==> src/dvps_pkg.sv <==
package dvps_pkg;

   // Command codes carried on req_tuser
   localparam logic [2:0] CMD_INIT           = 3'd0;
   localparam logic [2:0] CMD_DEINIT         = 3'd1;
   localparam logic [2:0] CMD_SET_VOLUME     = 3'd2;
   localparam logic [2:0] CMD_SET_POWER      = 3'd3;
   localparam logic [2:0] CMD_STREAM_STARTED = 3'd4;
   localparam logic [2:0] CMD_BUS_ERROR      = 3'd5;

   // Power states and requested power modes
   localparam logic [1:0] PWR_OFF     = 2'd0;
   localparam logic [1:0] PWR_STANDBY = 2'd1;
   localparam logic [1:0] PWR_ON      = 2'd2;

   // Configuration register indexes
   localparam logic [1:0] CSR_MAX_VOLUME  = 2'd0;
   localparam logic [1:0] CSR_PIN_PRESENT = 2'd1;

   // DAC page 0 register addresses
   localparam logic [6:0] REG_PAGE     = 7'h00;
   localparam logic [6:0] REG_RESET    = 7'h01;
   localparam logic [6:0] REG_POWER    = 7'h02;
   localparam logic [6:0] REG_MUTE     = 7'h03;
   localparam logic [6:0] REG_PLL_REF  = 7'h0D;
   localparam logic [6:0] REG_CLK_MASK = 7'h25;
   localparam logic [6:0] REG_ROUTING  = 7'h2A;
   localparam logic [6:0] REG_VOL_L    = 7'h3D;
   localparam logic [6:0] REG_VOL_R    = 7'h3E;
   localparam logic [6:0] PIN_ADDR     = 7'h00;

   // Register values
   localparam logic [7:0] VAL_ZERO      = 8'h00;
   localparam logic [7:0] VAL_MUTE_BOTH = 8'h11;
   localparam logic [7:0] VAL_STANDBY   = 8'h10;
   localparam logic [7:0] VAL_RESET_ALL = 8'h11;
   localparam logic [7:0] VAL_PLL_REF   = 8'h10;
   localparam logic [7:0] VAL_CLK_MASK  = 8'h08;
   localparam logic [7:0] VAL_ROUTING   = 8'h11;
   localparam logic [7:0] VAL_PIN_LOW   = 8'h00;
   localparam logic [7:0] VAL_PIN_HIGH  = 8'h01;

   localparam logic [4:0] DELAY_NONE   = 5'd0;
   localparam logic [4:0] DELAY_SETTLE = 5'd20;

   // Volume code constants
   localparam logic [7:0]  CODE_MUTE   = 8'hFF;
   localparam logic [8:0]  CODE_BASE   = 9'h030;
   localparam logic [8:0]  CODE_CAP    = 9'h0FE;
   localparam logic [15:0] RECIP_FIVE  = 16'd52429;  // 2^18 / 5, rounded up
   localparam int          RECIP_SHIFT = 18;

   localparam logic [3:0] STEP_MAX = 4'd13;

   typedef enum logic [1:0] {
      KIND_WRITE,
      KIND_PIN,
      KIND_VOL
   } kind_type;

   typedef enum logic [2:0] {
      SEQ_INIT,
      SEQ_SHUTDOWN,
      SEQ_VOLUME,
      SEQ_PWR_ON,
      SEQ_MUTE,
      SEQ_STREAM
   } seq_type;

   typedef struct packed {
      kind_type   kind;
      logic [6:0] addr;
      logic [7:0] value;
      logic [4:0] delay;
      logic       stop;
   } entry_type;

   typedef struct packed {
      logic      vol_store;
      logic      vol_start;
      logic      load;
      entry_type entry;
      logic      last;
   } dp_cmd_type;

   typedef struct packed {
      logic vol_done;
      logic pin_present;
   } dp_status_type;

   function automatic entry_type mk_entry(kind_type kind, logic [6:0] addr,
                                          logic [7:0] value, logic [4:0] delay,
                                          logic stop);
      entry_type e;
      e.kind  = kind;
      e.addr  = addr;
      e.value = value;
      e.delay = delay;
      e.stop  = stop;
      return e;
   endfunction

   // Script of each sequence, one entry per step
   function automatic entry_type script_entry(seq_type seq, logic [3:0] step);
      entry_type e;
      e = mk_entry(KIND_WRITE, REG_PAGE, VAL_ZERO, DELAY_NONE, 1'b1);
      unique case (seq)
         SEQ_INIT: begin
            unique case (step)
               4'd0:  e = mk_entry(KIND_PIN,   PIN_ADDR,     VAL_PIN_LOW,   DELAY_NONE,   1'b0);
               4'd1:  e = mk_entry(KIND_WRITE, REG_PAGE,     VAL_ZERO,      DELAY_NONE,   1'b0);
               4'd2:  e = mk_entry(KIND_WRITE, REG_MUTE,     VAL_MUTE_BOTH, DELAY_NONE,   1'b0);
               4'd3:  e = mk_entry(KIND_WRITE, REG_POWER,    VAL_STANDBY,   DELAY_NONE,   1'b0);
               4'd4:  e = mk_entry(KIND_WRITE, REG_RESET,    VAL_RESET_ALL, DELAY_NONE,   1'b0);
               4'd5:  e = mk_entry(KIND_WRITE, REG_PAGE,     VAL_ZERO,      DELAY_SETTLE, 1'b0);
               4'd6:  e = mk_entry(KIND_WRITE, REG_MUTE,     VAL_MUTE_BOTH, DELAY_NONE,   1'b0);
               4'd7:  e = mk_entry(KIND_WRITE, REG_POWER,    VAL_STANDBY,   DELAY_NONE,   1'b0);
               4'd8:  e = mk_entry(KIND_WRITE, REG_PLL_REF,  VAL_PLL_REF,   DELAY_NONE,   1'b0);
               4'd9:  e = mk_entry(KIND_WRITE, REG_CLK_MASK, VAL_CLK_MASK,  DELAY_NONE,   1'b0);
               4'd10: e = mk_entry(KIND_WRITE, REG_ROUTING,  VAL_ROUTING,   DELAY_NONE,   1'b0);
               4'd11: e = mk_entry(KIND_VOL,   REG_VOL_L,    VAL_ZERO,      DELAY_NONE,   1'b0);
               4'd12: e = mk_entry(KIND_VOL,   REG_VOL_R,    VAL_ZERO,      DELAY_NONE,   1'b0);
               4'd13: e = mk_entry(KIND_WRITE, REG_POWER,    VAL_ZERO,      DELAY_NONE,   1'b1);
               default: e = mk_entry(KIND_WRITE, REG_PAGE, VAL_ZERO, DELAY_NONE, 1'b1);
            endcase
         end
         SEQ_SHUTDOWN: begin
            unique case (step)
               4'd0:  e = mk_entry(KIND_PIN,   PIN_ADDR,  VAL_PIN_LOW,   DELAY_NONE, 1'b0);
               4'd1:  e = mk_entry(KIND_WRITE, REG_MUTE,  VAL_MUTE_BOTH, DELAY_NONE, 1'b0);
               4'd2:  e = mk_entry(KIND_WRITE, REG_POWER, VAL_STANDBY,   DELAY_NONE, 1'b1);
               default: e = mk_entry(KIND_WRITE, REG_PAGE, VAL_ZERO, DELAY_NONE, 1'b1);
            endcase
         end
         SEQ_VOLUME: begin
            unique case (step)
               4'd0:  e = mk_entry(KIND_VOL, REG_VOL_L, VAL_ZERO, DELAY_NONE, 1'b0);
               4'd1:  e = mk_entry(KIND_VOL, REG_VOL_R, VAL_ZERO, DELAY_NONE, 1'b1);
               default: e = mk_entry(KIND_WRITE, REG_PAGE, VAL_ZERO, DELAY_NONE, 1'b1);
            endcase
         end
         SEQ_PWR_ON: begin
            unique case (step)
               4'd0:  e = mk_entry(KIND_WRITE, REG_POWER, VAL_ZERO,     DELAY_NONE,   1'b0);
               4'd1:  e = mk_entry(KIND_VOL,   REG_VOL_L, VAL_ZERO,     DELAY_SETTLE, 1'b0);
               4'd2:  e = mk_entry(KIND_VOL,   REG_VOL_R, VAL_ZERO,     DELAY_NONE,   1'b0);
               4'd3:  e = mk_entry(KIND_WRITE, REG_MUTE,  VAL_ZERO,     DELAY_NONE,   1'b0);
               4'd4:  e = mk_entry(KIND_PIN,   PIN_ADDR,  VAL_PIN_HIGH, DELAY_NONE,   1'b1);
               default: e = mk_entry(KIND_WRITE, REG_PAGE, VAL_ZERO, DELAY_NONE, 1'b1);
            endcase
         end
         SEQ_MUTE: begin
            unique case (step)
               4'd0:  e = mk_entry(KIND_PIN,   PIN_ADDR, VAL_PIN_LOW,   DELAY_NONE, 1'b0);
               4'd1:  e = mk_entry(KIND_WRITE, REG_MUTE, VAL_MUTE_BOTH, DELAY_NONE, 1'b1);
               default: e = mk_entry(KIND_WRITE, REG_PAGE, VAL_ZERO, DELAY_NONE, 1'b1);
            endcase
         end
         SEQ_STREAM: begin
            e = mk_entry(KIND_WRITE, REG_POWER, VAL_ZERO, DELAY_NONE, 1'b1);
         end
         default: begin
            e = mk_entry(KIND_WRITE, REG_PAGE, VAL_ZERO, DELAY_NONE, 1'b1);
         end
      endcase
      return e;
   endfunction

endpackage

==> src/dvps_datapath.sv <==
module dvps_datapath import dvps_pkg::*; #(
   parameter int VOLUME_FRAC_BITS = 8
) (
   input  logic               clock,
   input  logic               reset,
   input  logic               csr_write,
   input  logic [1:0]         csr_index,
   input  logic [6:0]         csr_wdata,
   input  logic signed [16:0] req_volume_db,
   input  dp_cmd_type         cmd,
   output dp_status_type      status,
   output logic               rsp_target,
   output logic [6:0]         rsp_reg_addr,
   output logic [7:0]         rsp_reg_value,
   output logic [4:0]         rsp_delay_before_ms,
   output logic               rsp_last
);

   localparam int F  = VOLUME_FRAC_BITS;
   localparam int XW = (F + 13 > 20) ? F + 13 : 20;
   localparam int PW = F + 12;
   localparam logic signed [XW-1:0] MUTE_LIMIT  = XW'(-30 * (1 << F));
   localparam logic signed [XW-1:0] UPPER_LIMIT = XW'(-25 * (1 << F));
   localparam logic signed [XW-1:0] ROLL_OFFSET = XW'(30 * (1 << F));
   localparam logic signed [XW-1:0] X_TOP       = XW'(1030 * (1 << F));
   localparam logic signed [XW-1:0] X_HALF      = XW'(5 * (1 << F) / 2);
   localparam logic signed [16:0]   VOL_RESET   = 17'(-15 * (1 << F));

   logic signed [6:0]    max_volume_ff, max_volume_in;
   logic                 pin_present_ff, pin_present_in;
   logic signed [16:0]   volume_level_ff, volume_level_in;
   logic [3:0]           vld_ff;

   logic signed [XW-1:0] vol_ext, max_ext, slope_term, x_upper, roll_span;
   logic [F+2:0]         roll_diff;
   logic signed [7:0]    roll_slope;
   logic signed [PW-1:0] roll_prod;
   logic                 mute1_ff, upper1_ff;
   logic signed [XW-1:0] xup1_ff;
   logic signed [PW-1:0] prod1_ff;

   logic signed [XW-1:0] prod_ext, x_roll, x_raw, x_clamp, x_round;
   logic                 mute2_ff;
   logic [10:0]          q2_ff;

   logic [26:0]          recip_prod;
   logic [8:0]           code_sum;
   logic [7:0]           code_next;
   logic [7:0]           code_ff;

   // Configuration registers
   always_comb begin
      max_volume_in  = max_volume_ff;
      pin_present_in = pin_present_ff;
      if (csr_write) begin
         unique case (csr_index)
            CSR_MAX_VOLUME: begin
               max_volume_in = csr_wdata;
            end
            CSR_PIN_PRESENT: begin
               pin_present_in = csr_wdata[0];
            end
            default: begin
            end
         endcase
      end
   end

   // Stored volume, positive requests clamp to 0 dB
   always_comb begin
      volume_level_in = volume_level_ff;
      if (cmd.vol_store) begin
         volume_level_in = req_volume_db[16] ? req_volume_db : 17'sd0;
      end
   end

   always_ff @(posedge clock) begin
      if (reset) begin
         max_volume_ff   <= '0;
         pin_present_ff  <= 1'b0;
         volume_level_ff <= VOL_RESET;
         vld_ff          <= '0;
      end else begin
         max_volume_ff   <= max_volume_in;
         pin_present_ff  <= pin_present_in;
         volume_level_ff <= volume_level_in;
         vld_ff          <= {vld_ff[2:0], cmd.vol_start};
      end
   end

   // Stage 1: region compare, upper slope and roll-off product
   always_comb begin
      vol_ext    = {{(XW-17){volume_level_ff[16]}}, volume_level_ff};
      max_ext    = {{(XW-7){max_volume_ff[6]}}, max_volume_ff};
      slope_term = -(max_ext <<< (F + 1)) - (vol_ext <<< 2);
      x_upper    = (slope_term <<< 2) + slope_term;
      roll_span  = vol_ext + ROLL_OFFSET;
      roll_diff  = roll_span[F+2:0];
      roll_slope = {max_volume_ff[6], max_volume_ff} + 8'sd53;
      roll_prod  = $signed({1'b0, roll_diff}) * roll_slope;
   end

   always_ff @(posedge clock) begin
      mute1_ff  <= (vol_ext <= MUTE_LIMIT);
      upper1_ff <= (vol_ext >= UPPER_LIMIT);
      xup1_ff   <= x_upper;
      prod1_ff  <= roll_prod;
   end

   // Stage 2: select region, clamp, round and drop the fraction
   always_comb begin
      prod_ext = {{(XW-PW){prod1_ff[PW-1]}}, prod1_ff};
      x_roll   = X_TOP - (prod_ext <<< 1);
      x_raw    = upper1_ff ? xup1_ff : x_roll;
      priority if (x_raw < 0) begin
         x_clamp = '0;
      end else if (x_raw > X_TOP) begin
         x_clamp = X_TOP;
      end else begin
         x_clamp = x_raw;
      end
      x_round = x_clamp + X_HALF;
   end

   always_ff @(posedge clock) begin
      mute2_ff <= mute1_ff;
      q2_ff    <= x_round[F+10:F];
   end

   // Stage 3: divide by five through the reciprocal, offset and cap, or force the mute code
   always_comb begin
      recip_prod = 27'(q2_ff) * 27'(RECIP_FIVE);
      code_sum   = CODE_BASE + recip_prod[26:RECIP_SHIFT];
      priority if (mute2_ff) begin
         code_next = CODE_MUTE;
      end else if (code_sum > CODE_CAP) begin
         code_next = CODE_CAP[7:0];
      end else begin
         code_next = code_sum[7:0];
      end
   end

   always_ff @(posedge clock) begin
      code_ff <= code_next;
   end

   // Result register, loaded when the controller issues an item
   always_ff @(posedge clock) begin
      if (cmd.load) begin
         rsp_target          <= (cmd.entry.kind == KIND_PIN);
         rsp_reg_addr        <= cmd.entry.addr;
         rsp_reg_value       <= (cmd.entry.kind == KIND_VOL) ? code_ff : cmd.entry.value;
         rsp_delay_before_ms <= cmd.entry.delay;
         rsp_last            <= cmd.last;
      end
   end

   assign status.vol_done    = vld_ff[3];
   assign status.pin_present = pin_present_ff;

endmodule

==> src/dvps_ctrl.sv <==
module dvps_ctrl import dvps_pkg::*; (
   input  logic          clock,
   input  logic          reset,
   input  logic          req_tvalid,
   output logic          req_tready,
   input  logic [2:0]    req_command,
   input  logic [1:0]    req_power_mode,
   output logic          rsp_tvalid,
   input  logic          rsp_tready,
   input  dp_status_type status,
   output dp_cmd_type    cmd
);

   typedef enum logic [2:0] {
      ST_IDLE = 3'b001,
      ST_CALC = 3'b010,
      ST_EMIT = 3'b100
   } state_type;

   state_type  state_ff, state_in;
   seq_type    seq_ff, seq_in, seq_sel;
   logic [3:0] step_ff, step_in;
   logic       initialized_ff, initialized_in;
   logic [1:0] power_ff, power_in;
   logic       rsp_valid_ff, rsp_valid_in;
   logic       accept, has_seq, skip_item, last_item, slot_free;
   entry_type  entry, next_entry;

   assign req_tready = (state_ff == ST_IDLE);
   assign accept     = req_tvalid && req_tready;
   assign rsp_tvalid = rsp_valid_ff;

   // Current and following script entries
   always_comb begin
      entry      = script_entry(seq_ff, step_ff);
      next_entry = script_entry(seq_ff, step_ff + 4'd1);
      skip_item  = (entry.kind == KIND_PIN) && !status.pin_present;
      last_item  = entry.stop || ((next_entry.kind == KIND_PIN) && next_entry.stop &&
                                  !status.pin_present);
      slot_free  = !rsp_valid_ff || rsp_tready;
   end

   // Decode an accepted command into a sequence and the new state
   always_comb begin
      has_seq        = 1'b0;
      seq_sel        = SEQ_STREAM;
      initialized_in = initialized_ff;
      power_in       = power_ff;
      if (accept) begin
         unique case (req_command)
            CMD_INIT: begin
               if (!initialized_ff) begin
                  has_seq        = 1'b1;
                  seq_sel        = SEQ_INIT;
                  initialized_in = 1'b1;
                  power_in       = PWR_STANDBY;
               end
            end
            CMD_DEINIT: begin
               has_seq        = initialized_ff;
               seq_sel        = SEQ_SHUTDOWN;
               initialized_in = 1'b0;
               power_in       = PWR_OFF;
            end
            CMD_SET_VOLUME: begin
               has_seq = initialized_ff;
               seq_sel = SEQ_VOLUME;
            end
            CMD_SET_POWER: begin
               if (initialized_ff) begin
                  has_seq = 1'b1;
                  priority if (req_power_mode == PWR_ON) begin
                     seq_sel  = SEQ_PWR_ON;
                     power_in = PWR_ON;
                  end else if (req_power_mode == PWR_STANDBY) begin
                     seq_sel  = SEQ_MUTE;
                     power_in = PWR_STANDBY;
                  end else begin
                     seq_sel  = SEQ_SHUTDOWN;
                     power_in = PWR_OFF;
                  end
               end
            end
            CMD_STREAM_STARTED: begin
               has_seq = initialized_ff && (power_ff != PWR_OFF);
               seq_sel = SEQ_STREAM;
            end
            CMD_BUS_ERROR: begin
               has_seq  = 1'b1;
               seq_sel  = SEQ_MUTE;
               power_in = PWR_OFF;
            end
            default: begin
               has_seq = 1'b0;
            end
         endcase
      end
   end

   // Sequencer: wait for the volume code, then step the script
   always_comb begin
      state_in      = state_ff;
      seq_in        = seq_ff;
      step_in       = step_ff;
      rsp_valid_in  = rsp_valid_ff && !rsp_tready;
      cmd           = '0;
      cmd.entry     = entry;
      cmd.last      = last_item;
      cmd.vol_store = accept && (req_command == CMD_SET_VOLUME);
      unique case (state_ff)
         ST_IDLE: begin
            if (has_seq) begin
               state_in      = ST_CALC;
               seq_in        = seq_sel;
               step_in       = '0;
               cmd.vol_start = 1'b1;
            end
         end
         ST_CALC: begin
            if (status.vol_done) begin
               state_in = ST_EMIT;
            end
         end
         ST_EMIT: begin
            priority if (skip_item) begin
               step_in = step_ff + 4'd1;
               if (entry.stop) begin
                  state_in = ST_IDLE;
               end
            end else if (slot_free) begin
               cmd.load     = 1'b1;
               rsp_valid_in = 1'b1;
               if (last_item) begin
                  state_in = ST_IDLE;
               end else begin
                  step_in = step_ff + 4'd1;
               end
            end else begin
               // hold the step while the output register is still occupied
               step_in = step_ff;
            end
         end
         default: begin
            state_in = ST_IDLE;
         end
      endcase
   end

   always_ff @(posedge clock) begin
      if (reset) begin
         state_ff       <= ST_IDLE;
         seq_ff         <= SEQ_STREAM;
         step_ff        <= '0;
         initialized_ff <= 1'b0;
         power_ff       <= PWR_OFF;
         rsp_valid_ff   <= 1'b0;
      end else begin
         state_ff       <= state_in;
         seq_ff         <= seq_in;
         step_ff        <= step_in;
         initialized_ff <= initialized_in;
         power_ff       <= power_in;
         rsp_valid_ff   <= rsp_valid_in;
      end
   end

   a_load_slot: assert property (@(posedge clock) disable iff (reset)
      cmd.load |-> (!rsp_valid_ff || rsp_tready))
      else $error("result loaded over an untaken transfer");

   a_on_needs_init: assert property (@(posedge clock) disable iff (reset)
      !initialized_ff |-> (power_ff != PWR_ON))
      else $error("power on while not initialised");

   a_power_legal: assert property (@(posedge clock) disable iff (reset)
      (power_ff == PWR_OFF) || (power_ff == PWR_STANDBY) || (power_ff == PWR_ON))
      else $error("illegal power state");

   a_step_range: assert property (@(posedge clock) disable iff (reset)
      step_ff <= STEP_MAX)
      else $error("script step out of range");

   a_accept_no_emit: assert property (@(posedge clock) disable iff (reset)
      accept |=> (state_ff != ST_EMIT))
      else $error("emitting before the volume code is ready");

endmodule

==> src/dac_volume_power_sequencer.sv <==
// Command sequencer for a stereo audio DAC. Each command on req_ (kind on req_tuser)
// produces an ordered run of register writes and enable-pin levels on rsp_, the final
// one flagged by rsp_tlast; commands that change nothing produce no transfer. A command
// with results is accepted, passes through the volume-code pipeline (roll-off multiply,
// clamp and round, divide by five, output), then takes one script step per cycle while
// rsp_tready is high, a step being a result or a skipped pin entry when no enable pin is
// configured. Init is the longest at 14 steps. The next command is taken once the last
// result of the current one sits in the output register. Configuration writes are always
// ready and must only be issued while the block is idle.
module dac_volume_power_sequencer import dvps_pkg::*; #(
   parameter int VOLUME_FRAC_BITS = 8
) (
   input  logic        clock,
   input  logic        reset,
   input  logic        csr_valid,
   output logic        csr_ready,
   input  logic [1:0]  csr_index,
   input  logic [6:0]  csr_wdata,
   input  logic        req_tvalid,
   output logic        req_tready,
   input  logic [23:0] req_tdata,   // volume_db [16:0], power_mode [18:17], zero [23:19]
   input  logic [2:0]  req_tuser,   // command [2:0]
   output logic        rsp_tvalid,
   input  logic        rsp_tready,
   output logic [23:0] rsp_tdata,   // reg_addr [6:0], reg_value [14:7],
                                    // delay_before_ms [19:15], zero [23:20]
   output logic [0:0]  rsp_tuser,   // target [0]
   output logic        rsp_tlast
);

   dp_cmd_type    cmd;
   dp_status_type status;
   logic          rsp_target;
   logic [6:0]    rsp_reg_addr;
   logic [7:0]    rsp_reg_value;
   logic [4:0]    rsp_delay_before_ms;

   assign csr_ready = 1'b1;

   dvps_ctrl u_ctrl (
      .clock          (clock),
      .reset          (reset),
      .req_tvalid     (req_tvalid),
      .req_tready     (req_tready),
      .req_command    (req_tuser),
      .req_power_mode (req_tdata[18:17]),
      .rsp_tvalid     (rsp_tvalid),
      .rsp_tready     (rsp_tready),
      .status         (status),
      .cmd            (cmd)
   );

   dvps_datapath #(
      .VOLUME_FRAC_BITS (VOLUME_FRAC_BITS)
   ) u_datapath (
      .clock               (clock),
      .reset               (reset),
      .csr_write           (csr_valid && csr_ready),
      .csr_index           (csr_index),
      .csr_wdata           (csr_wdata),
      .req_volume_db       (req_tdata[16:0]),
      .cmd                 (cmd),
      .status              (status),
      .rsp_target          (rsp_target),
      .rsp_reg_addr        (rsp_reg_addr),
      .rsp_reg_value       (rsp_reg_value),
      .rsp_delay_before_ms (rsp_delay_before_ms),
      .rsp_last            (rsp_tlast)
   );

   // Pack the result fields
   assign rsp_tdata = {4'b0000, rsp_delay_before_ms, rsp_reg_value, rsp_reg_addr};
   assign rsp_tuser = rsp_target;

endmodule

==> config.mk <==
export PLATFORM = sky130hd
export DESIGN_NAME = dac_volume_power_sequencer
export DESIGN_NICKNAME = d
export VERILOG_FILES = /design/src/dvps_pkg.sv /design/src/dvps_datapath.sv /design/src/dvps_ctrl.sv /design/src/dac_volume_power_sequencer.sv
export SDC_FILE = /design/constraint.sdc
export NUM_CORES = 1
export LEC_CHECK = 0
export BUFFER_PORTS_ARGS = -buffer_cell sky130_fd_sc_hd__buf_4
export CORE_MARGIN = 2
export CORE_UTILIZATION = 60
export CTS_CLUSTER_DIAMETER = 80
export DETAILED_ROUTE_END_ITERATION = 12
export PLACE_DENSITY = 0.78
export SLEW_MARGIN = 20
export SYNTH_ARGS = -nofsm -noshare
export SYNTH_HDL_FRONTEND = slang
export SYNTH_HIERARCHICAL = 1
export SYNTH_SLANG_ARGS = --single-unit
==> constraint.sdc <==
create_clock -name clock -period 9.7 [get_ports clock]
set_input_delay 0.97 -clock clock [delete_from_list [all_inputs] [get_ports clock]]
set_output_delay 0.97 -clock clock [all_outputs]
set_load 0.02 [all_outputs]
==> results.cfg, run 1 <==
[routing]
routed-wl-met2_um = 14100
routed-wl-met3_um = 1500
wirelength_met1_um = 13900
drt-vias-per-instance = 5.77
vias = 11100
dr.pass1.iters = 5
drt-initial-drc-count = 864
postRouteAntennaNets = 0
drc = 0
top_layer = met4
wl_per_cell_um = 15.8
wirelength_um = 30400

[finish]
utilization = 0.664
postLayoutCellArea_um2 = 15100
regArea_um2 = 2980
final_nets = 1937
area_growth_pct = 8.06
fillCellCount = 1827
layout-drive-gt1-share = 0.0931
n_antenna_cell = 0
multiInputGateArea_um2 = 9830

[die]
num_rows = 55
coreArea_um2 = 22700
fp.dieH_um = 157
dieArea_um2 = 24500
die_w_um = 157
boundaryPins = 70
start_util = 0.615

[sta]
fin_crit_sh = 0.703
finalSetupViolations = 0
slew_headroom = 0.282
fmax_mhz = 147
finalCriticalPeriod_ns = 6.82
hold_viol = 0
rsz0062_at_grt = no
slew_viol_final = 0
tightest_slew_ns = 1.07
finalSetupTns_ns = 0
finalClockSkew_ns = 0.0117
finalWorstSetupSlack_ns = 2.88

[worst_setup_path]
path_class = reg -> reg
cp_slowest_cell = fa_1
cp_max_fo = 8
path_buf_inv = 5
cp-start-kind = register
required_ns = 10.04
cp_cell_sequence = inv_1 > ha_1 > fa_1 > fa_1 > inv_1 > fa_1 > inv_1 > fa_1 > inv_1 > ha_1 > and3_1 > or3b_1 > or3_1 > a211oi_1 > o31ai_1 > and2_1 > inv_1 > ha_1 > nor4b_1 > o41ai_1 > nand3_1 > or3_1 > a32oi_1
cp_top_family = adder cells
crit_top_cell = inv_1
cp_data_arrival_time_ns = 7.15
worstSetupEndpointType = register
crit_path_max_incr_delay_ns = 0.58

[placed_design]
dp_hpwl_um = 24100
gp_congestion = 0.970
place_area_um2 = 14500
dp_slack_ns = 2.96
port-buffer-count = 59

[min_path]
hold_class = reg -> reg

[clock_tree]
post_cts_buffers = 0
cts-root-buf = clkbuf_16
postCtsHoldBufs = 0
clk_path_buf_depth = 2
ctsResizeCount = 0
clock_latency_ns = 0.42
cts_tree = done
htreeDepth = 4
cts.clk_slew.worst_paths_ns = 0.06
clock_sinks = 138
cts_inserted_buffers = 17

[global_routing]
overflow = 0
grt_usage = 0.257
grt_pass1_vias = 10800
grt_first_pass_wirelength_um = 51000
antenna_found_initial = 0
grt_start_max_net_pins = 50

[flow_run]
drv_cap = 0

[run_status]
status = finished clean

[power_and_ir_drop]
ir_drop_uv = 309
p_leak_uw = 0.00708
p_per_area_nw_per_um2 = 302

[synthesis]
syn_inst = 1594
syn_area_um2 = 14000
syn_avg_cell_area_um2 = 8.76
yosys_warnings = 6
==> stage by stage <==
stage	power (µW)	hold WS [ns]	cells
after global routing	5060	0.345	1918
final	4560	0.331	1918
after CTS	4570	0.335	1918
after detailed placement	3890	0.314	1886
after floorplan	3220	0.310	1605
after global placement	3800	0.312	1886
==> area by class of cell <==
cell class,count,share of cell area
Clock buffer,17,0.0282
Clock inverter,15,0.0116
Inverter,230,0.0572
Multi-Input combinational cell,1172,0.651
Sequential cell,138,0.198
Tap cell,285,0.0236
Timing Repair Buffer,61,0.0304
==> report_power, final <==
part           total [µW]  switching (µW)  internal, µW
combinational        3130            1830          1300
clock                 648             280           368
sequential            786            90.2           696
==> per-layer routing <==
layer	vias up	GRT usage
li1	5493	-
met1	5201	0.347
met2	312	0.424
met3	64	0.0352
met4	0	0.0891
met5	-	0
==> worst paths after layout <==
kind | depth (start not counted) | endpoint | from | slack (ns)
hold / removal | 0 | u_datapath/mute2_ff$_DFF_P_ | u_datapath/mute1_ff$_DFF_P_ | 0.33
setup reg to reg | 23 | u_datapath/code_ff[0]$_SDFF_PP1_ | u_datapath/q2_ff[9]$_DFF_P_ | 2.88
hold reg to reg | 0 | u_datapath/mute2_ff$_DFF_P_ | u_datapath/mute1_ff$_DFF_P_ | 0.33
setup / recovery | 23 | u_datapath/code_ff[0]$_SDFF_PP1_ | u_datapath/q2_ff[9]$_DFF_P_ | 2.88
==> state kept, by name, indices dropped and copies added, names as in the netlist, 2 cells and up, named ones only <==
register,flops
u_datapath/code_ff,8
u_ctrl/state_ff,3
u_datapath/prod1_ff,20
u_datapath/max_volume_ff,7
u_datapath/xup1_ff,19
u_datapath/vld_ff,4
u_datapath/q2_ff,11
u_ctrl/step_ff,4
u_datapath/rsp_reg_value,8
u_datapath/rsp_reg_addr,7
u_datapath/rsp_delay_before_ms,5
u_datapath/volume_level_ff,17
u_ctrl/power_ff,2
u_ctrl/seq_ff,3
==> layout by cell type, fill, tap and decap left out, types with 7 or more instances in the layout <==
| cell | instances |
|---|---|
| a211o_1 | 9 |
| a211oi_1 | 14 |
| a21boi_0 | 7 |
| a21o_1 | 18 |
| a21oi_1 | 74 |
| a221o_1 | 7 |
| a22oi_1 | 13 |
| a31oi_1 | 8 |
| and2_1 | 51 |
| and3_1 | 12 |
| buf_4 | 61 |
| clkbuf_16 | 17 |
| conb_1 | 14 |
| dfxtp_1 | 116 |
| edfxtp_1 | 22 |
| fa_1 | 94 |
| ha_1 | 182 |
| inv_1 | 227 |
| mux2_2 | 11 |
| nand2_1 | 102 |
| nand2b_1 | 20 |
| nand3_1 | 36 |
| nor2_1 | 106 |
| nor2_2 | 9 |
| nor2b_1 | 28 |
| nor3_1 | 33 |
| nor3b_1 | 10 |
| nor4_1 | 9 |
| o211ai_1 | 10 |
| o21a_1 | 15 |
| o21ai_0 | 45 |
| o21bai_1 | 7 |
| o31ai_1 | 12 |
| or3_1 | 15 |
| or4_1 | 8 |
| xnor2_1 | 50 |
| xor2_1 | 20 |
No activity file was read; power rests on OpenSTA's default activity.
==> run 2, diff against run 1 <==
--- a/config.mk
+++ b/config.mk
@@ -7,10 +7,10 @@
 export LEC_CHECK = 0
 export BUFFER_PORTS_ARGS = -buffer_cell sky130_fd_sc_hd__buf_4
 export CORE_MARGIN = 2
-export CORE_UTILIZATION = 60
+export CORE_UTILIZATION = 58
 export CTS_CLUSTER_DIAMETER = 80
 export DETAILED_ROUTE_END_ITERATION = 12
-export PLACE_DENSITY = 0.78
+export PLACE_DENSITY = 0.79
 export SLEW_MARGIN = 20
 export SYNTH_ARGS = -nofsm -noshare
 export SYNTH_HDL_FRONTEND = slang
==> constraint.sdc (replaced) <==
create_clock -name clock -period 5.65 [get_ports clock]
set_input_delay 0.565 -clock clock [delete_from_list [all_inputs] [get_ports clock]]
set_output_delay 0.565 -clock clock [all_outputs]
set_load 0.02 [all_outputs]
==> run 2 against run 1 <==
  * The run now ends with negative setup slack left
  * Sequential share of layout area decreased by 0.75 points
  * Global-route usage decreased by 0.50 points
  * Final cell count increased by 4.6%
  * Utilization grew 0.46 points
  * Highest routed layer unchanged
  * Register-to-register slack got worse by 3.2 ns
  * Worst hold slack better by 0.020 ns
  * Critical endpoint is now u_datapath/code_ff[5]$_SDFF_PP1_
  * Non-clock buffer count increased by 55
  * Routed wire length is 4.7% higher
  * Clock skew shrank 0.0024 ns
  * Final area grew 4.4%
  * Worst setup slack got worse by 3.2 ns
==> results.cfg, run 2 (synthesis results as in run 1) <==
[finish]
final_nets = 1992
final_common_cell = inv_1
utilization = 0.669
largest_register_ff_count = 20
n_antenna_cell = 0
top_regs = u_datapath/prod1_ff: 20 flops, u_datapath/xup1_ff: 19 flops, u_datapath/volume_level_ff: 17 flops
area_growth_pct = 12.8
final_cell_mix = 220 x inv_1, 176 x ha_1, 115 x buf_4
layout-drive-gt1-share = 0.148
largest-register = u_datapath/prod1_ff

[power_and_ir_drop]
ir_drop_uv = 812
p_per_area_nw_per_um2 = 593
p_leak_uw = 0.00739

[clock_tree]
clock_sinks = 138
clk_path_buf_depth = 2
cts_inserted_buffers = 17
cts-root-buf = clkbuf_16
clock_latency_ns = 0.42
cts.clk_slew.worst_paths_ns = 0.06
cts_tree = done
postCtsHoldBufs = 0
htreeDepth = 4

[die]
coreArea_um2 = 23500
boundaryPins = 70
num_rows = 56
dieArea_um2 = 25300
die_w_um = 159
fp.dieH_um = 159
start_util = 0.593

[routing]
wirelength_um = 31800
wl_per_cell_um = 15.8
drt-initial-drc-count = 910
drc = 0
vias = 11400
postRouteAntennaNets = 0
dr.pass1.iters = 6
drt-vias-per-instance = 5.70

[worst_setup_path]
cp-start-kind = register
cp_data_arrival_time_ns = 6.34
startpoint = u_datapath/q2_ff[9]$_DFF_P_
cp_cell_sequence = inv_2 > ha_4 > fa_2 > fa_1 > inv_1 > fa_1 > inv_2 > fa_1 > inv_2 > ha_4 > and3_4 > or3b_4 > or3_4 > a2111o_1 > o211ai_1 > inv_1 > ha_4 > a22o_1 > nor3_2 > nand3_2 > buf_6 > mux2_4 > nand2_1
path_class = reg -> reg
required_ns = 6.02
worstSetupEndpointType = register
r2r_start = u_datapath/q2_ff[9]$_DFF_P_
crit_path_max_incr_delay_ns = 0.51
cp_top_family = adder cells
cp_slowest_cell = fa_1
path_buf_inv = 6
cp_max_fo = 7

[sta]
rsz0062_at_grt = yes
tightest_slew_ns = 0.803
finalWorstSetupSlack_ns = -0.324
finalClockSkew_ns = 0.00925
whs_ns = 0.351
slew_headroom = 0.463
finalCriticalPeriod_ns = 5.97
slew_viol_final = 0
hold_viol = 0
fin_crit_sh = 1.06
fmax_mhz = 167
finalSetupViolations = 8

[global_routing]
antenna_found_initial = 0
overflow = 0
grt_pass1_vias = 11300
grt_first_pass_wirelength_um = 53200
grt_usage = 0.252
grt_start_max_net_pins = 50

[min_path]
hold_class = reg -> reg
min_from = u_datapath/mute1_ff$_DFF_P_

[flow_run]
drv_cap = 0

[run_status]
status = complete, but fails checks
violations = negative setup slack

[placed_design]
dp_hpwl_um = 25200
dp_slack_ns = -0.642
gp_congestion = 0.973
port-buffer-count = 59
[run 2: worst reg2reg max path: stages (launching register included)]
cell	delay [ns]
dfxtp_4	0.36
inv_2	0.04
ha_4	0.27
fa_2	0.46
fa_1	0.51
inv_1	0.05
fa_1	0.50
inv_2	0.04
fa_1	0.51
inv_2	0.04
ha_4	0.26
and3_4	0.17
or3b_4	0.37
or3_4	0.38
a2111o_1	0.43
o211ai_1	0.15
inv_1	0.12
ha_4	0.21
a22o_1	0.20
nor3_2	0.16
nand3_2	0.13
buf_6	0.15
mux2_4	0.34
nand2_1	0.08
[run 2: routing by layer]
layer  vias to the layer above  GRT usage  share of wire
met5                         -          0              0
met4                         0     0.0938          0.029
met3                        67     0.0354          0.049
met2                       353      0.425           0.48
met1                      5428      0.330           0.44
li1                       5597          -              -
[run 2: cell type report]
type                    instances  area, µm²
clock buffers                  17        425
fillers                      1904       7790
repair buffers                116        875
clock inverters                15        140
multi-input cells            1172      10100
flip-flops and latches        138       3000
well taps                     319        399
inverters                     230        863
[run 2: timing repair]
action                     4_1_cts  5_1_grt
hold endpoints to repair         0        0
setup buffers                    8        1
setup endpoints to repair        9       13
resized for setup               19       20
pin swaps                        9        4
[run 2: path summary, 6_finish.rpt]
path / to / slack (ns) / depth (start not counted)
min: u_datapath/mute2_ff$_DFF_P_ / 0.35 / 0
max: u_datapath/code_ff[5]$_SDFF_PP1_ / -0.32 / 23
min reg2reg: u_datapath/mute2_ff$_DFF_P_ / 0.35 / 0
max reg2reg: u_datapath/code_ff[5]$_SDFF_PP1_ / -0.32 / 23
[run 2: power by group]
part | internal (µW) | total, µW | leakage (µW) | switching (µW)
registers | 1200 | 1350 | 0.00114 | 147
logic | 3200 | 6930 | 0.00597 | 3730
clock network | 612 | 1060 | 0.000272 | 448
[run 2: metrics by stage]
step	std cells	power, µW	setup TNS, ns	area (µm²)
after global routing	2007	10200	-3.85	15800
after floorplan	1605	5720	-1.61	14100
after global placement	1966	7270	-1.57	14900
after detailed placement	1966	7590	-4.59	14900
after CTS	2006	9140	-2.36	15700
final	2007	9330	-2.53	15800
